`src/design/packet_loss_window_meter_assert.svh`:
```
`ifndef PACKET_LOSS_WINDOW_METER_ASSERT_SVH
`define PACKET_LOSS_WINDOW_METER_ASSERT_SVH

// same-cycle implication, checked outside reset
`define PLWM_ASSERT_NOW(lbl, clk, rst_n, ante, cons) \
    lbl: assert property (@(posedge clk) disable iff (!rst_n) (ante) |-> (cons)) \
        else $error("plwm check failed");

// next-cycle implication, checked outside reset
`define PLWM_ASSERT_NEXT(lbl, clk, rst_n, ante, cons) \
    lbl: assert property (@(posedge clk) disable iff (!rst_n) (ante) |=> (cons)) \
        else $error("plwm check failed");

`endif

```
`src/design/plwm_pkg.sv`:
```
package plwm_pkg;

    localparam int unsigned SLOTS_DEF = 32;
    localparam int unsigned PCT_W     = 7;
    localparam int unsigned NUM_W     = 39;
    localparam int unsigned ADDR_W    = 5;

    localparam logic [6:0] LOSS_SCALE = 7'd100;

    typedef enum logic [1:0] {
        CMD_RECV  = 2'd0,
        CMD_SEND  = 2'd1,
        CMD_TICK  = 2'd2,
        CMD_QUERY = 2'd3
    } t_cmd;

    typedef enum logic [1:0] {
        ST_VALID   = 2'd0,
        ST_NONE    = 2'd1,
        ST_SEQ_ERR = 2'd2,
        ST_NOT_YET = 2'd3
    } t_status;

    localparam logic [2:0] REG_UNIT  = 3'd0;
    localparam logic [2:0] REG_DCU   = 3'd1;
    localparam logic [2:0] REG_DELAY = 3'd2;
    localparam logic [2:0] REG_MODE  = 3'd3;
    localparam logic [2:0] REG_START = 3'd4;

    localparam logic [15:0] UNIT_RST  = 16'd1000;
    localparam logic [5:0]  DCU_RST   = 6'd10;
    localparam logic [15:0] DELAY_RST = 16'd200;

    typedef struct packed {
        logic [1:0]  command;
        logic [31:0] seq;
        logic [31:0] now_ms;
        logic [15:0] window_units;
        logic        include_current;
    } t_item;

    typedef struct packed {
        logic        did_compute;
        logic [6:0]  loss_percent;
        logic [1:0]  loss_status;
        logic [31:0] expected_count;
        logic [31:0] received_count;
        logic [31:0] computations_done;
        logic [31:0] loss_total;
    } t_result;

    // sequence bookkeeping of one slot
    typedef struct packed {
        logic [31:0] first_seq;
        logic [31:0] last_seq;
        logic [31:0] received;
    } t_slot;

endpackage

```
`src/design/plwm_div.sv`:
```
module plwm_div import plwm_pkg::*; (
    input  logic             i_clk,
    input  logic             i_rst_n,
    input  logic             i_start,
    input  logic [NUM_W-1:0] i_num,
    input  logic [31:0]      i_den,
    output logic             o_done,
    output logic [PCT_W-1:0] o_quot
);

    // restoring division, one quotient bit per cycle; quotient known below 2**PCT_W
    logic [NUM_W-1:0]         r_rem;
    logic [NUM_W-1:0]         r_trial;
    logic [PCT_W-1:0]         r_quot;
    logic [$clog2(PCT_W)-1:0] r_cnt;
    logic                     r_run;
    logic                     r_done;
    logic                     fits;

    assign fits = r_rem >= r_trial;

    always_ff @(posedge i_clk) begin
        if (!i_rst_n) begin
            r_run  <= 1'b0;
            r_done <= 1'b0;
        end else begin
            r_done <= 1'b0;
            if (i_start) begin
                r_run <= 1'b1;
                r_cnt <= ($clog2(PCT_W))'(PCT_W - 1);
            end else if (r_run) begin
                r_cnt <= r_cnt - 1'b1;
                if (r_cnt == '0) begin
                    r_run  <= 1'b0;
                    r_done <= 1'b1;
                end
            end
        end
    end

    always_ff @(posedge i_clk) begin
        if (i_start) begin
            r_rem   <= i_num;
            r_trial <= NUM_W'(i_den) << (PCT_W - 1);
            r_quot  <= '0;
        end else if (r_run) begin
            if (fits) begin
                r_rem <= r_rem - r_trial;
            end
            r_quot  <= {r_quot[PCT_W-2:0], fits};
            r_trial <= r_trial >> 1;
        end
    end

    assign o_done = r_done;
    assign o_quot = r_quot;

endmodule

```
`config.mk`:
```
export PLATFORM = sky130hd
export DESIGN_NAME = plwm_div
export DESIGN_NICKNAME = d
export VERILOG_FILES = /design/src/design/packet_loss_window_meter_assert.svh /design/src/design/plwm_pkg.sv /design/src/design/plwm_div.sv
export SDC_FILE = /design/constraint.sdc
export NUM_CORES = 1
export LEC_CHECK = 0
export BUFFER_PORTS_ARGS = -buffer_cell sky130_fd_sc_hd__buf_2
export CAP_MARGIN = 10
export CELL_PAD_IN_SITES_DETAIL_PLACEMENT = 0
export CELL_PAD_IN_SITES_GLOBAL_PLACEMENT = 1
export CORE_MARGIN = 10
export CORE_UTILIZATION = 40
export CTS_CLUSTER_DIAMETER = 80
export CTS_CLUSTER_SIZE = 30
export DETAILED_ROUTE_END_ITERATION = 8
export GPL_TIMING_DRIVEN = 0
export PLACE_DENSITY_LB_ADDON = 0.05
export SLEW_MARGIN = 0
export SYNTH_ARGS = -nofsm -noshare
export SYNTH_HDL_FRONTEND = slang
export SYNTH_SLANG_ARGS = --single-unit
```
`constraint.sdc`:
```
create_clock -name i_clk -period 3.55 [get_ports i_clk]
set_input_delay 0.1775 -clock i_clk [delete_from_list [all_inputs] [get_ports i_clk]]
set_output_delay 0.1775 -clock i_clk [all_outputs]
set_load 0.03 [all_outputs]
```
==> impl_metrics.env <==
export IMPL_min_to="o_done"
export IMPL_slew_limit_headroom_pct=38.3
export IMPL_initial_core_util_pct=41.1
export IMPL_synth_top_area_share_pct=36.9
export IMPL_num_antenna_cells=0
export IMPL_numCtsBuffers=9
export IMPL_hpwl_microns=12500
export IMPL_p_int_w=0.00328
export IMPL_cts_max_path_buffers=2
export IMPL_yosysSeqAreaShare_pct=41.9
export IMPL_ios=82
export IMPL_synth_top_family_by_area="simple AND/OR/NAND/NOR gates"
export IMPL_synth_nets=805
export IMPL_fmaxAchievable_mhz=297
export IMPL_vias_per_cell=5.35
export IMPL_endpoint_kind="register"
export IMPL_netlist_instances=690
export IMPL_cts_hold_buf=0
export IMPL_cts_tree="yes"
export IMPL_hp_class="input port to register"
export IMPL_min_from="i_rst_n"
export IMPL_startpoint_type="register"
export IMPL_regToRegStartpoint="r_trial[34]"
export IMPL_powerDensity_mw_per_mm2=798
export IMPL_cts_sink_count=89
export IMPL_critPathMaxStageDelay_ps=550
export IMPL_fin_crit_sh_pct=94.8
export IMPL_finalClockSkew_ps=6.75
export IMPL_ir_drop_uv=310
export IMPL_worst_path_max_fanout=20
export IMPL_dr_pass1_iters=5
export IMPL_crit_family="simple AND/OR/NAND/NOR gates"
export IMPL_p_comb_share_pct=52.0
export IMPL_ys_seq_elements=89
export IMPL_layout_drive_gt1_share_pct=15.8
export IMPL_crit_chain="inv_1, ha_1, buf_4, nand4_1, or3_4, nor2_2, nand4_1, or4_4, nand3_2, o31a_1, o41a_4"
export IMPL_reg2reg_depth=11
export IMPL_grt_max_degree=40
export IMPL_synth_simple_area_share_pct=18.6
export IMPL_critPathMostFrequentCell="nand4_1"
export IMPL_synth_warnings=0
export IMPL_critPathArrivalTime_ps=3390
export IMPL_hold_viol=0
export IMPL_crit_path_top_delay_cell="or4_4"
export IMPL_die_h_microns=143
export IMPL_switching_share_pct=41.5
export IMPL_cp_num_buf_inv=2
export IMPL_critPathLaunch="r_trial[34]"
export IMPL_placementRows=44
export IMPL_antenna_left=0
export IMPL_synthFlopType="edfxtp_1"
export IMPL_rr_endpoint="r_rem[12]"
export IMPL_gr_total_overflow=0
export IMPL_p_sw_w=0.00233
export IMPL_clkTransAtPathRegs_ps=70
export IMPL_grt_total_usage_pct=16.5
export IMPL_synth_compound_area_share_pct=18.0
export IMPL_ys_types=62
export IMPL_setup_viol=0
export IMPL_cp_depth=11
export IMPL_postSynth_asyncResetShare_pct=0
export IMPL_synth_edf_count=74
export IMPL_utilization_pct=47.9
export IMPL_outcome="complete, no violations"
export IMPL_min_period_ps=3370
export IMPL_post_cts_buffers=0
export IMPL_rsz0062_at_grt="no"
export IMPL_power_frac_seq_pct=29.1
export IMPL_syn2layout_area_growth_pct=16.7
export IMPL_hold_ws_ps=68.1
export IMPL_drv_slew=0
export IMPL_synth_area_leaders="edfxtp_1, ha_1, nand2_1"
export IMPL_critical_path_required_ps=3570
export IMPL_maxCapViolCount=0
export IMPL_synthesis_area_sq_mm=0.00601
export IMPL_synth_most_common_cell="nand2_1"
export IMPL_drcViolationCount=0
export IMPL_worstSkewPairLatency_ps=350
export IMPL_yosysTopAreaCell="edfxtp_1"
export IMPL_reg2reg_slack_ps=180
export IMPL_min_path_cells=2
export IMPL_wirelength_microns=16700
export IMPL_core_region_area_sq_mm=0.0146
export IMPL_die_area_sq_mm=0.0203
export IMPL_wire_per_inst_microns=17.2
export IMPL_fp_dieW_microns=143
export IMPL_synthMuxAreaShare_pct=2.35
export IMPL_cts_root_buf="clkbuf_16"
export IMPL_vias=5190
export IMPL_io_buffers=80
export IMPL_grt_pass1_wl_microns=26900
export IMPL_synthTopCellsByCount="nand2_1, edfxtp_1, o21ai_0, inv_1, a21oi_1"
export IMPL_fin_nets=897
export IMPL_worstMarginPinSlew_ps=926
export IMPL_crit_type="register to register"
export IMPL_synthAdderAreaFrac_pct=8.65
export IMPL_synthXorXnorAreaFrac_pct=4.37
export IMPL_htreeDepth=3
export IMPL_place_gp_congestion=0.881
export IMPL_grt_pass1_vias=5330
export IMPL_p_leak_nw=2.90
export IMPL_antenna_found_initial=0
export IMPL_drt_initial_drc_count=310
export IMPL_avgSynthCellArea_sq_um=8.72
export IMPL_pwr_share_clk_pct=19.0
-- power groups by stage --
stage               Sequential (W)  Combinational (W)  Clock (W)
floorplan                  0.00163            0.00221          0
global placement           0.00165            0.00283          0
detailed placement         0.00166            0.00285          0
CTS                        0.00163            0.00288    0.00109
global route               0.00166            0.00330    0.00111
finish                     0.00163            0.00291    0.00106
-- layer usage --
metal  global-route usage [%]  routed length (microns)
met1                     21.3                     8000
met2                     27.2                     7790
met3                     2.95                      660
met4                     5.75                      198
met5                        0                        0
-- stage by stage --
| stage | total power [W] | instance area [sq um] | cells | setup TNS, ps | setup WS, ps |
|---|---|---|---|---|---|
| global route | 0.00607 | 7020 | 971 | 0 | 6.71 |
| floorplan | 0.00383 | 6020 | 690 | 0 | 409 |
| global placement | 0.00448 | 6650 | 954 | -9110 | -235 |
| CTS | 0.00560 | 6990 | 970 | 0 | 23.5 |
| finish | 0.00560 | 7020 | 971 | 0 | 184 |
| detailed placement | 0.00450 | 6650 | 954 | -11080 | -286 |
-- worst register-to-register path: cells and delay by family, from the launching register on --
family | cells | cell delay (ps)
AND/OR/NAND/NOR | 6 | 1570
AO/OA/AOI/OAI | 2 | 610
flip-flops | 1 | 360
adder cells (fa/ha/maj) | 1 | 260
buffers and inverters | 2 | 200
-- how the worst max path moves through the flow --
stage                     slack [ps]   endpoint
after global routing               7   r_rem[7]
after detailed placement        -290  r_rem[10]
final                            180  r_rem[12]
after floorplan                  410   r_rem[0]
after CTS                         20  r_rem[14]
after global placement          -240  r_rem[25]
-- layout make-up --
cell class / instances / area, sq um
Fill cell: 1523 / 7620
Multi-Input combinational cell: 513 / 3170
Timing Repair Buffer: 80 / 400
Clock inverter: 4 / 32.5
Buffer: 36 / 165
Clock buffer: 12 / 300
Tap cell: 184 / 230
Inverter: 53 / 199
Sequential cell: 89 / 2520
-- cell usage in the layout (no fill, tap or decap), drive strengths merged, types with 12 or more instances in the layout --
cell type	instances
nand2	132
buf	90
o21ai	89
edfxtp	74
inv	56
a21oi	42
ha	40
nor2	38
clkbuf	38
xnor2	17
dfxtp	15
xor2	13
mux2i	13
nand3	12
-- state kept, by name, indices dropped and copies added (netlist names) --
name and count:
r_rem 39, o_quot 7, o_done 1, r_trial 38
r_run 1, r_cnt 3
-- kinds of logic (layout without fill, tap and decap cells) --
logic type      Yosys count  in the layout
mux                      14             14
xor+xnor                 30             30
compound gates          183            184
fa+ha+maj                41             41
flops                    89             89
simple gates            244            244
buf+inv                  89            185
-- what timing repair did --
item                                    CTS  global route
endpoints found under the setup margin   39            40
gates resized for setup                   1             3
pin swaps                                 0             1
cloned                                    0             1
(Power assumes the default switching activity.)
